$ cat src/lss_pkg.sv
`default_nettype none

package lss_pkg;

  localparam int unsigned MAX_BEAMS = 1024;
  // wide enough to hold MAX_BEAMS + 1
  localparam int unsigned CNT_W = $clog2(MAX_BEAMS + 2);

  localparam int unsigned VAL_W       = 16;
  localparam int unsigned MIN_RUN_W   = 11;
  localparam int unsigned RUN_FIRST_W = 10;
  localparam int unsigned RUN_END_W   = 11;

  // register index, byte address = 4 * index
  typedef enum logic [1:0] {
    REG_RANGE_LOW  = 2'd0,
    REG_RANGE_HIGH = 2'd1,
    REG_JUMP_LIMIT = 2'd2,
    REG_MIN_RUN    = 2'd3
  } lss_reg_e;

  typedef logic [VAL_W-1:0] val_t;
  typedef logic [CNT_W-1:0] cnt_t;

  typedef struct packed {
    val_t                 beam_range;
    val_t                 beam_intensity;
    logic                 last_beam;
  } lss_beam_t;

  typedef struct packed {
    logic [RUN_FIRST_W-1:0] run_first;
    logic [RUN_END_W-1:0]   run_end;
    val_t                   run_range_min;
    val_t                   run_range_max;
    val_t                   run_peak_intensity;
  } lss_run_t;

  typedef struct packed {
    val_t                 range_low;
    val_t                 range_high;
    val_t                 jump_limit;
    logic [MIN_RUN_W-1:0] min_run_beams;
  } lss_cfg_t;

  // segmentation state carried from beam to beam
  typedef struct packed {
    val_t prev_range;
    val_t prev_intensity;
    logic prev_valid;
    logic prev_cont;
    cnt_t run_len;
    val_t run_low;
    val_t run_high;
    val_t run_peak;
  } lss_scan_t;

  function automatic val_t med3(input val_t a, input val_t b, input val_t c);
    val_t lo;
    val_t hi;
    val_t mid;
    lo  = (a < b) ? a : b;
    hi  = (a < b) ? b : a;
    mid = (hi < c) ? hi : c;
    return (lo > mid) ? lo : mid;
  endfunction

  function automatic logic run_long(input cnt_t len, input logic [MIN_RUN_W-1:0] min_len);
    return 32'(len) > 32'(min_len);
  endfunction

  // run descriptor closing at end_v, end saturated at MAX_BEAMS
  function automatic lss_run_t put_run(input cnt_t end_v, input lss_scan_t st);
    cnt_t     e;
    cnt_t     len;
    cnt_t     first;
    lss_run_t res;
    e     = (end_v > CNT_W'(MAX_BEAMS)) ? CNT_W'(MAX_BEAMS) : end_v;
    len   = (st.run_len > e) ? e : st.run_len;
    first = e - len;
    res.run_first          = RUN_FIRST_W'(first);
    res.run_end            = RUN_END_W'(e);
    res.run_range_min      = st.run_low;
    res.run_range_max      = st.run_high;
    res.run_peak_intensity = st.run_peak;
    return res;
  endfunction

endpackage

`default_nettype wire

$ cat src/lss_judge.sv
`default_nettype none

// Judges one filtered beam against the previous one: extends, opens or
// closes a run.
module lss_judge (
  input  var lss_pkg::lss_cfg_t  cfg_i,
  input  var lss_pkg::lss_scan_t st_i,
  input  var lss_pkg::val_t      range_i,
  input  var lss_pkg::val_t      intensity_i,
  input  var lss_pkg::cnt_t      end_i,
  output lss_pkg::lss_scan_t     st_o,
  output logic                   emit_o,
  output lss_pkg::lss_run_t      run_o
);

  logic          in_window;
  logic          near;
  lss_pkg::val_t step;

  always_comb begin
    in_window = (range_i >= cfg_i.range_low) && (range_i <= cfg_i.range_high);
    step      = (range_i >= st_i.prev_range) ? (range_i - st_i.prev_range)
                                             : (st_i.prev_range - range_i);
    near      = st_i.prev_valid && in_window && (step <= cfg_i.jump_limit);

    st_o   = st_i;
    emit_o = 1'b0;
    if (near) begin
      if (!st_i.prev_cont) begin
        st_o.run_low  = st_i.prev_range;
        st_o.run_high = st_i.prev_range;
        st_o.run_peak = st_i.prev_intensity;
        st_o.run_len  = lss_pkg::CNT_W'(1);
      end
      if (range_i < st_o.run_low)      st_o.run_low  = range_i;
      if (range_i > st_o.run_high)     st_o.run_high = range_i;
      if (intensity_i > st_o.run_peak) st_o.run_peak = intensity_i;
      if (st_o.run_len < lss_pkg::CNT_W'(lss_pkg::MAX_BEAMS)) begin
        st_o.run_len = st_o.run_len + lss_pkg::CNT_W'(1);
      end
    end else if (st_i.prev_cont) begin
      emit_o       = lss_pkg::run_long(st_i.run_len, cfg_i.min_run_beams);
      st_o.run_len = '0;
    end
    st_o.prev_range     = range_i;
    st_o.prev_intensity = intensity_i;
    st_o.prev_valid     = in_window;
    st_o.prev_cont      = near;

    // closing run uses the statistics held before this beam
    run_o = lss_pkg::put_run(end_i, st_i);
  end

endmodule

`default_nettype wire

$ cat src/lidar_scan_segmenter.sv
`default_nettype none

// A beam is held in the input register and processed from there; any run it closes
// is registered in the output register (or the skid register) and shows on run_valid_o.
// Throughput: one beam per cycle; beam_stall_o rises only while both the output
// register and the skid register hold runs.
// Reset (rst_ni low, async): config registers return to defaults, valid flags and scan state cleared.

module lidar_scan_segmenter (
  input  var logic               clk_i,
  input  var logic               rst_ni,

  input  var lss_pkg::lss_beam_t beam_i,
  input  var logic               beam_valid_i,
  output logic                   beam_stall_o,

  output lss_pkg::lss_run_t      run_o,
  output logic                   run_valid_o,
  input  var logic               run_stall_i,

  input  var logic               psel,
  input  var logic               penable,
  input  var logic               pwrite,
  input  var logic [3:0]         paddr,
  input  var logic [31:0]        pwdata,
  output logic [31:0]            prdata,
  output logic                   pready
);

  // ---------------------------------------------------------------------------
  // Configuration registers (APB, zero wait states)
  // ---------------------------------------------------------------------------
  lss_pkg::lss_cfg_t cfg_q;
  lss_pkg::lss_cfg_t cfg_d;
  lss_pkg::lss_reg_e reg_sel;
  logic              cfg_wr;

  assign pready  = 1'b1;
  assign reg_sel = lss_pkg::lss_reg_e'(paddr[3:2]);
  assign cfg_wr  = psel && penable && pwrite && pready;

  always_comb begin
    cfg_d = cfg_q;
    if (cfg_wr) begin
      unique case (reg_sel)
        lss_pkg::REG_RANGE_LOW:  cfg_d.range_low     = pwdata[lss_pkg::VAL_W-1:0];
        lss_pkg::REG_RANGE_HIGH: cfg_d.range_high    = pwdata[lss_pkg::VAL_W-1:0];
        lss_pkg::REG_JUMP_LIMIT: cfg_d.jump_limit    = pwdata[lss_pkg::VAL_W-1:0];
        lss_pkg::REG_MIN_RUN:    cfg_d.min_run_beams = pwdata[lss_pkg::MIN_RUN_W-1:0];
        default:                 cfg_d = cfg_q;
      endcase
    end
  end

  always_comb begin
    unique case (reg_sel)
      lss_pkg::REG_RANGE_LOW:  prdata = 32'(cfg_q.range_low);
      lss_pkg::REG_RANGE_HIGH: prdata = 32'(cfg_q.range_high);
      lss_pkg::REG_JUMP_LIMIT: prdata = 32'(cfg_q.jump_limit);
      lss_pkg::REG_MIN_RUN:    prdata = 32'(cfg_q.min_run_beams);
      default:                 prdata = '0;
    endcase
  end

  // ---------------------------------------------------------------------------
  // Input register. It advances whenever the skid slot is free, so the only
  // backpressure is a full output pair.
  // ---------------------------------------------------------------------------
  lss_pkg::lss_beam_t in_q;
  logic               in_valid_q;
  logic               in_valid_d;
  logic               beam_accept;
  logic               proc;

  logic               skid_valid_q;
  logic               skid_valid_d;
  lss_pkg::lss_run_t  skid_q;
  logic               out_valid_q;
  logic               out_valid_d;
  lss_pkg::lss_run_t  out_q;

  assign proc         = in_valid_q && !skid_valid_q;
  assign beam_stall_o = in_valid_q && skid_valid_q;
  assign beam_accept  = beam_valid_i && !beam_stall_o;

  always_comb begin
    in_valid_d = in_valid_q;
    if (beam_accept)   in_valid_d = 1'b1;
    else if (proc)     in_valid_d = 1'b0;
  end

  always_ff @(posedge clk_i) begin
    if (beam_accept) in_q <= beam_i;
  end

  // ---------------------------------------------------------------------------
  // Per-beam work: median of the previous beam, judge it; on the last beam
  // also judge the raw last beam and flush an open run, then clear the scan.
  // ---------------------------------------------------------------------------
  lss_pkg::val_t     win_rng0_q, win_rng1_q, win_int0_q, win_int1_q;
  lss_pkg::cnt_t     beam_idx_q;
  lss_pkg::cnt_t     beam_idx_d;
  lss_pkg::lss_scan_t scan_q;
  lss_pkg::lss_scan_t scan_d;

  lss_pkg::val_t     med_rng;
  lss_pkg::val_t     med_int;
  lss_pkg::cnt_t     end_prev;
  lss_pkg::cnt_t     end_tail;
  lss_pkg::lss_scan_t st_prev;
  lss_pkg::lss_scan_t st_mid;
  lss_pkg::lss_scan_t st_last;
  logic              emit_prev;
  logic              emit_last;
  logic              judged;
  logic              hit_prev;
  logic              tail_ok;
  lss_pkg::lss_run_t run_prev;
  lss_pkg::lss_run_t run_last;
  lss_pkg::lss_run_t run_tail;
  lss_pkg::lss_run_t res;
  logic              res_valid;

  // first beam of a scan has no left neighbor, so beam 0 is passed through raw
  assign med_rng  = (beam_idx_q == lss_pkg::CNT_W'(1)) ? win_rng0_q :
                    lss_pkg::med3(win_rng1_q, win_rng0_q, in_q.beam_range);
  assign med_int  = (beam_idx_q == lss_pkg::CNT_W'(1)) ? win_int0_q :
                    lss_pkg::med3(win_int1_q, win_int0_q, in_q.beam_intensity);
  assign end_prev = beam_idx_q - lss_pkg::CNT_W'(1);
  assign end_tail = beam_idx_q + lss_pkg::CNT_W'(1);
  assign judged   = (beam_idx_q != '0);

  lss_judge u_judge_prev (
    .cfg_i       (cfg_q),
    .st_i        (scan_q),
    .range_i     (med_rng),
    .intensity_i (med_int),
    .end_i       (end_prev),
    .st_o        (st_prev),
    .emit_o      (emit_prev),
    .run_o       (run_prev)
  );

  assign st_mid   = judged ? st_prev : scan_q;
  assign hit_prev = judged && emit_prev;

  // last beam of a scan has no right neighbor: judged with its raw values
  lss_judge u_judge_last (
    .cfg_i       (cfg_q),
    .st_i        (st_mid),
    .range_i     (in_q.beam_range),
    .intensity_i (in_q.beam_intensity),
    .end_i       (beam_idx_q),
    .st_o        (st_last),
    .emit_o      (emit_last),
    .run_o       (run_last)
  );

  assign run_tail = lss_pkg::put_run(end_tail, st_last);
  assign tail_ok  = st_last.prev_cont && lss_pkg::run_long(st_last.run_len, cfg_q.min_run_beams);

  // at most one run per beam: the earliest one wins
  always_comb begin
    res       = run_prev;
    res_valid = 1'b0;
    if (proc) begin
      if (in_q.last_beam) begin
        priority if (hit_prev) begin
          res       = run_prev;
          res_valid = 1'b1;
        end else if (emit_last) begin
          res       = run_last;
          res_valid = 1'b1;
        end else if (tail_ok) begin
          res       = run_tail;
          res_valid = 1'b1;
        end else begin
          res_valid = 1'b0;
        end
      end else begin
        res_valid = hit_prev;
      end
    end
  end

  always_comb begin
    scan_d     = scan_q;
    beam_idx_d = beam_idx_q;
    if (proc) begin
      if (in_q.last_beam) begin
        scan_d     = '0;
        beam_idx_d = '0;
      end else begin
        scan_d = st_mid;
        if (beam_idx_q < lss_pkg::CNT_W'(lss_pkg::MAX_BEAMS)) begin
          beam_idx_d = end_tail;
        end
      end
    end
  end

  // ---------------------------------------------------------------------------
  // Output register plus skid slot
  // ---------------------------------------------------------------------------
  logic out_free;

  assign out_free    = !out_valid_q || !run_stall_i;
  assign run_o       = out_q;
  assign run_valid_o = out_valid_q;

  always_comb begin
    out_valid_d  = out_valid_q;
    skid_valid_d = skid_valid_q;
    if (out_free) begin
      if (skid_valid_q) begin
        out_valid_d  = 1'b1;
        skid_valid_d = 1'b0;
      end else begin
        out_valid_d = res_valid;
      end
    end else if (res_valid) begin
      skid_valid_d = 1'b1;
    end
  end

  always_ff @(posedge clk_i) begin
    if (out_free) begin
      if (skid_valid_q)   out_q <= skid_q;
      else if (res_valid) out_q <= res;
    end else if (res_valid) begin
      skid_q <= res;
    end
    if (proc && !in_q.last_beam) begin
      win_rng1_q <= win_rng0_q;
      win_rng0_q <= in_q.beam_range;
      win_int1_q <= win_int0_q;
      win_int0_q <= in_q.beam_intensity;
    end
  end

  always_ff @(posedge clk_i or negedge rst_ni) begin
    if (!rst_ni) begin
      cfg_q.range_low     <= 16'd50;
      cfg_q.range_high    <= 16'd20000;
      cfg_q.jump_limit    <= 16'd100;
      cfg_q.min_run_beams <= 11'd10;
      in_valid_q          <= 1'b0;
      out_valid_q         <= 1'b0;
      skid_valid_q        <= 1'b0;
      beam_idx_q          <= '0;
      scan_q              <= '0;
    end else begin
      cfg_q        <= cfg_d;
      in_valid_q   <= in_valid_d;
      out_valid_q  <= out_valid_d;
      skid_valid_q <= skid_valid_d;
      beam_idx_q   <= beam_idx_d;
      scan_q       <= scan_d;
    end
  end

  // ---------------------------------------------------------------------------
  // Assertions
  // ---------------------------------------------------------------------------
  a_skid_behind_out: assert property (@(posedge clk_i) disable iff (!rst_ni)
    skid_valid_q |-> out_valid_q)
    else $error("skid holds a run while output register is empty");

  a_idx_bound: assert property (@(posedge clk_i) disable iff (!rst_ni)
    beam_idx_q <= lss_pkg::CNT_W'(lss_pkg::MAX_BEAMS))
    else $error("beam index past saturation");

  a_open_run_len: assert property (@(posedge clk_i) disable iff (!rst_ni)
    scan_q.prev_cont |-> (scan_q.run_len != '0))
    else $error("open run with zero length");

  a_scan_clear: assert property (@(posedge clk_i) disable iff (!rst_ni)
    (proc && in_q.last_beam) |=> (beam_idx_q == '0) && !scan_q.prev_cont)
    else $error("scan state not cleared after last beam");

  a_no_drop: assert property (@(posedge clk_i) disable iff (!rst_ni)
    res_valid |-> !skid_valid_q)
    else $error("run produced with no free slot");

endmodule

`default_nettype wire
$ cat config.mk
export PLATFORM = sky130hd
export DESIGN_NAME = lidar_scan_segmenter
export DESIGN_NICKNAME = d
export VERILOG_FILES = /design/src/lss_pkg.sv /design/src/lss_judge.sv /design/src/lidar_scan_segmenter.sv
export SDC_FILE = /design/constraint.sdc
export NUM_CORES = 2
export LEC_CHECK = 0
export BUFFER_PORTS_ARGS = -buffer_cell sky130_fd_sc_hd__buf_4
export CAP_MARGIN = 20
export CORE_MARGIN = 2
export CORE_UTILIZATION = 35
export CTS_BUF_LIST = sky130_fd_sc_hd__clkbuf_16
export DETAILED_ROUTE_END_ITERATION = 10
export GPL_TIMING_DRIVEN = 1
export PLACE_DENSITY = 0.6
export RECOVER_POWER = 100
export SKIP_CTS_REPAIR_TIMING = 1
export SLEW_MARGIN = 30
export SYNTH_ARGS = -nofsm -noshare
export SYNTH_HDL_FRONTEND = slang
export SYNTH_SLANG_ARGS = --single-unit
$ cat constraint.sdc
create_clock -name clk_i -period 56.6 [get_ports clk_i]
set_input_delay 2.83 -clock clk_i [delete_from_list [all_inputs] [get_ports clk_i]]
set_output_delay 2.83 -clock clk_i [all_outputs]
set_load 0.005 [all_outputs]
==> impl_results.md <==
* Status: finished, violations left
* Failing checks: max-capacitance violations, max-slew violations
* HP Start: win_rng0_q[6]$_DFFE_PP_
* Core Footprint at between 0.1 and 0.15 mm²
* Area grow syn2layout at 11.0%
* RSZ-0062 raised after global routing: no
* Worst Path Required at about 57 ns
* Clk buf depth at 3
* Grt ovf at 0
* Reg area at between 0.01 and 0.015 mm²
* Root Buffer: clkbuf_16
* Post-synth ARST share at 0.414
* Pin count of the biggest net entering global routing at between 100 and 150
* Layout Skew at between 0.02 and 0.025 ns
* Worst reg2reg path endpoint: run_o[1]$_DFFE_PP_
* Pre-Repair DR Iteration Count at 7
* Synth top area share at 0.196
* DR vias at approximately 33000
* # rows at between 100 and 150
* CTS clk-pin slew, worst paths at around 0.06 ns
* I/O pin count at 180
* Met3 routed WL at slightly above 10 mm
* Startpoint types: flip-flop
* Fillcell total at 10417
* Max-cap violations at 21
* Hold Fails Final Rpt at 0
* Worst-Margin Slew at between 6 and 7 ns
* Reg2Reg Depth at 71
* Slew Limit Fails at 935
* CTS tree: built
* CP max FO at between 50 and 60
* Die area at 0.105 mm²
* Register bit count reported by yosys at between 400 and 500
* WHS Endpoint: win_rng1_q[6]$_DFFE_PP_
* Max layer used: met4
* Drt via density at between 5 and 6
* Critical path's largest stage delay at roughly 2.4 ns
* Mean post-synth cell area at ~8.9 µm²
* Netlist cell types at 109
* Tightest Hold Check Type: reg2reg
* CP max-delay cell: o21ai_0
* Ys flop type: edfxtp_1
* Proportion of synthesized area in mux cells at 0.0727
* Final ANT Viol Nets at 0
* Most frequent cells after synthesis: 442 x ha_1, 337 x nand2_1, 296 x nor2_1
* Setup_tns at 0 ns
* Leakage power at between 15 and 20 nW
* Mapped Area at between 0.03 and 0.04 mm²
* Pwr Density at around 44 mW/mm²
* Vias in the first global route at roughly 31000
* Peak VDD IR at around 0.000034 V
* Tcrit/Tclk final at 0.500
* Cells after synthesis at around 4000
* Worst hold path depth at 0
* Routed len/inst at ~24 µm
* Area leader, netlist: edfxtp_1
* Synth Area in Compound Gates at 0.244
* FF-to-FF Start: win_rng0_q[14]$_DFFE_PP_
* Die height at 325 µm
* Crit end category: flip-flop
* Minimum clock period at around 28 ns
* Worst R2R Setup Slack at between 20 and 30 ns
* Adder-Cell Fraction of Synth Area at 0.158
* Max_slew headroom at -3.15
* Final #Nets at 4630
* Gr usage total at 0.244
* Number of flops mapped to enable cells by yosys at approximately 240
* First-pass GRT wire length at just under 200 mm
* Initial antenna violation count at 2
* Clk sinks at 401
* # placed instances at 5422
* Layout cells sized above 1 at 0.104
* Clock Latency Late Sink at roughly 0.64 ns
* Top-count cell post-synth: ha_1
* Fin cells at between 5000 and 6000
* Final Setup Violations at 0
* FMAX at about 35 MHz
* Post-Synth Simple-Gate Area at 0.134
* Xor/xnor share of the synthesized area at 0.0185
* # port buffers at about 140
* DRC Markers at 0
* Yosys warns at 0
* WL final at ~130 mm
* Area of the multi-input gates at ~0.023 mm²
* Met1 WL at 58.3 mm
* Detail Placement HPWL at just under 100 mm
* Met2 WL post-DR at just under 60 mm
* Worst EP arrival at between 20 and 30 ns
* Die Wd at around 320 µm
* Critical path class: reg2reg
* Cts bufs inserted at slightly below 50
* Register area share after synthesis at 0.312
* Initial core utilization at 0.353
* Routability congestion estimate at about 0.97
* Main combinational cell family by area after synthesis: compound AO/OA/AOI/OAI gates
* DR iter-0 viols at 3645
* H-tree levels at 2
* Most used cell, CP: o21ai_0
* Top post-synthesis cells by area: edfxtp_1 20%, ha_1 15%, dfrtp_1 11%, a21oi_1 4.0%, o21ai_0 3.7%
-- how the worst max path moves through the flow --
stage / from / endpoint / slack [ns] / depth (start not counted)
finish: win_rng0_q[14]$_DFFE_PP_ / run_o[1]$_DFFE_PP_ / 28.28 / 71
CTS: win_rng0_q[14]$_DFFE_PP_ / run_o[68]$_DFFE_PP_ / 34.39 / 81
floorplan: win_rng0_q[14]$_DFFE_PP_ / skid_q[0]$_DFFE_PP_ / 36.65 / 81
global route: win_rng0_q[14]$_DFFE_PP_ / run_o[2]$_DFFE_PP_ / 26.28 / 69
detailed placement: win_rng0_q[14]$_DFFE_PP_ / run_o[68]$_DFFE_PP_ / 34.46 / 81
global placement: win_rng0_q[14]$_DFFE_PP_ / run_o[68]$_DFFE_PP_ / 34.59 / 81
-- worst max-delay path, delay by kind of cell (launching register included) --
family,cells,cell delay (ns)
xor gates and xnor gates,1,0.14
adders and majority gates,8,2.46
muxes,1,0.31
buffers and inverters,7,3.80
DFF,1,0.42
and+or+nand+nor,19,6.54
AOI/OAI and AO/OA,35,14.28
-- routing by layer --
layer	GRT usage	up-vias
met5	0	-
met4	0.0974	0
met3	0.0398	287
met2	0.378	1413
met1	0.338	15741
li1	-	15096
-- cell usage in the layout, fill, tap and decap left out, types with 13 or more instances in the layout --
master | synthesis | routed
nor2b_1 | 43 | 42
a22o_1 | 48 | 48
ha_1 | 442 | 442
inv_2 | 16 | 16
a22oi_1 | 27 | 27
inv_1 | 285 | 288
nor2_1 | 296 | 296
xnor2_1 | 56 | 56
dfstp_2 | 13 | 13
o211ai_1 | 21 | 21
and3_1 | 32 | 31
edfxtp_1 | 235 | 235
clkbuf_1 | 177 | 60
nand3_1 | 54 | 54
mux2_2 | 103 | 93
a21o_1 | 168 | 168
nand4_1 | 74 | 75
and2_1 | 17 | 13
a222oi_1 | 13 | 13
mux2i_1 | 117 | 117
nor3_1 | 65 | 63
o21ai_0 | 264 | 303
xor2_1 | 20 | 20
o22a_1 | 13 | 13
or3_1 | 29 | 29
o21a_1 | 87 | 87
buf_4 | 18 | 65
conb_1 | 2 | 17
a211oi_1 | 40 | 41
o31ai_1 | 19 | 19
clkbuf_4 | 0 | 100
clkbuf_16 | 0 | 49
a31oi_1 | 33 | 33
nand2_1 | 337 | 335
dfrtp_1 | 153 | 152
o22ai_1 | 70 | 70
a21oi_1 | 288 | 289
nand2b_1 | 33 | 32
-- stage by stage --
| stage | cell area (µm²) | total power [W] | setup slack, ns | hold slack, ns | utilization |
|---|---|---|---|---|---|
| 6_report | 39900 | 0.00177 | 28.28 | 0.473 | 0.392 |
| 5_1_grt | 39900 | 0.00190 | 26.28 | 0.489 | 0.392 |
| 4_1_cts | 40300 | 0.00176 | 34.39 | 0.471 | 0.395 |
| 3_5_place_dp | 38500 | 0.00141 | 34.46 | 0.458 | 0.378 |
| 3_3_place_gp | 38500 | 0.00139 | 34.59 | 0.452 | 0.378 |
| 2_1_floorplan | 36000 | 0.00111 | 36.65 | 0.444 | - |
-- logic make-up after synthesis --
logic type / Yosys count
xor+xnor: 76
buf+inv: 538
other cells: 2
mux: 233
fa+ha+maj: 450
flops: 401
compound gates: 1315
simple gates: 1034
-- report_power, final --
group,internal (W),switching (W)
combinational,0.000413,0.000642
sequential,0.000343,0.0000317
clock,0.000204,0.000140
total,0.000960,0.000814
-- layout make-up --
cell class,instances,area share
antenna,1,0.0000627
tap,1368,0.0429
multi-input combinational,3125,0.567
inverter,303,0.0285
sequential,401,0.281
clock buffer,49,0.0307
timing repair buffer,225,0.0367
clock inverter,41,0.0126
-- registers in the layout, indices dropped and copies added, names as in the netlist --
signal,count
scan_q,93
run_o,69
skid_q,69
cfg_q,59
in_q,33
win_int0_q,16
win_int1_q,16
win_rng0_q,16
win_rng1_q,16
beam_idx_q,11
in_valid_q,1
run_valid_o,1
skid_valid_q,1
Note: power is estimated with default switching activity, not from simulation.
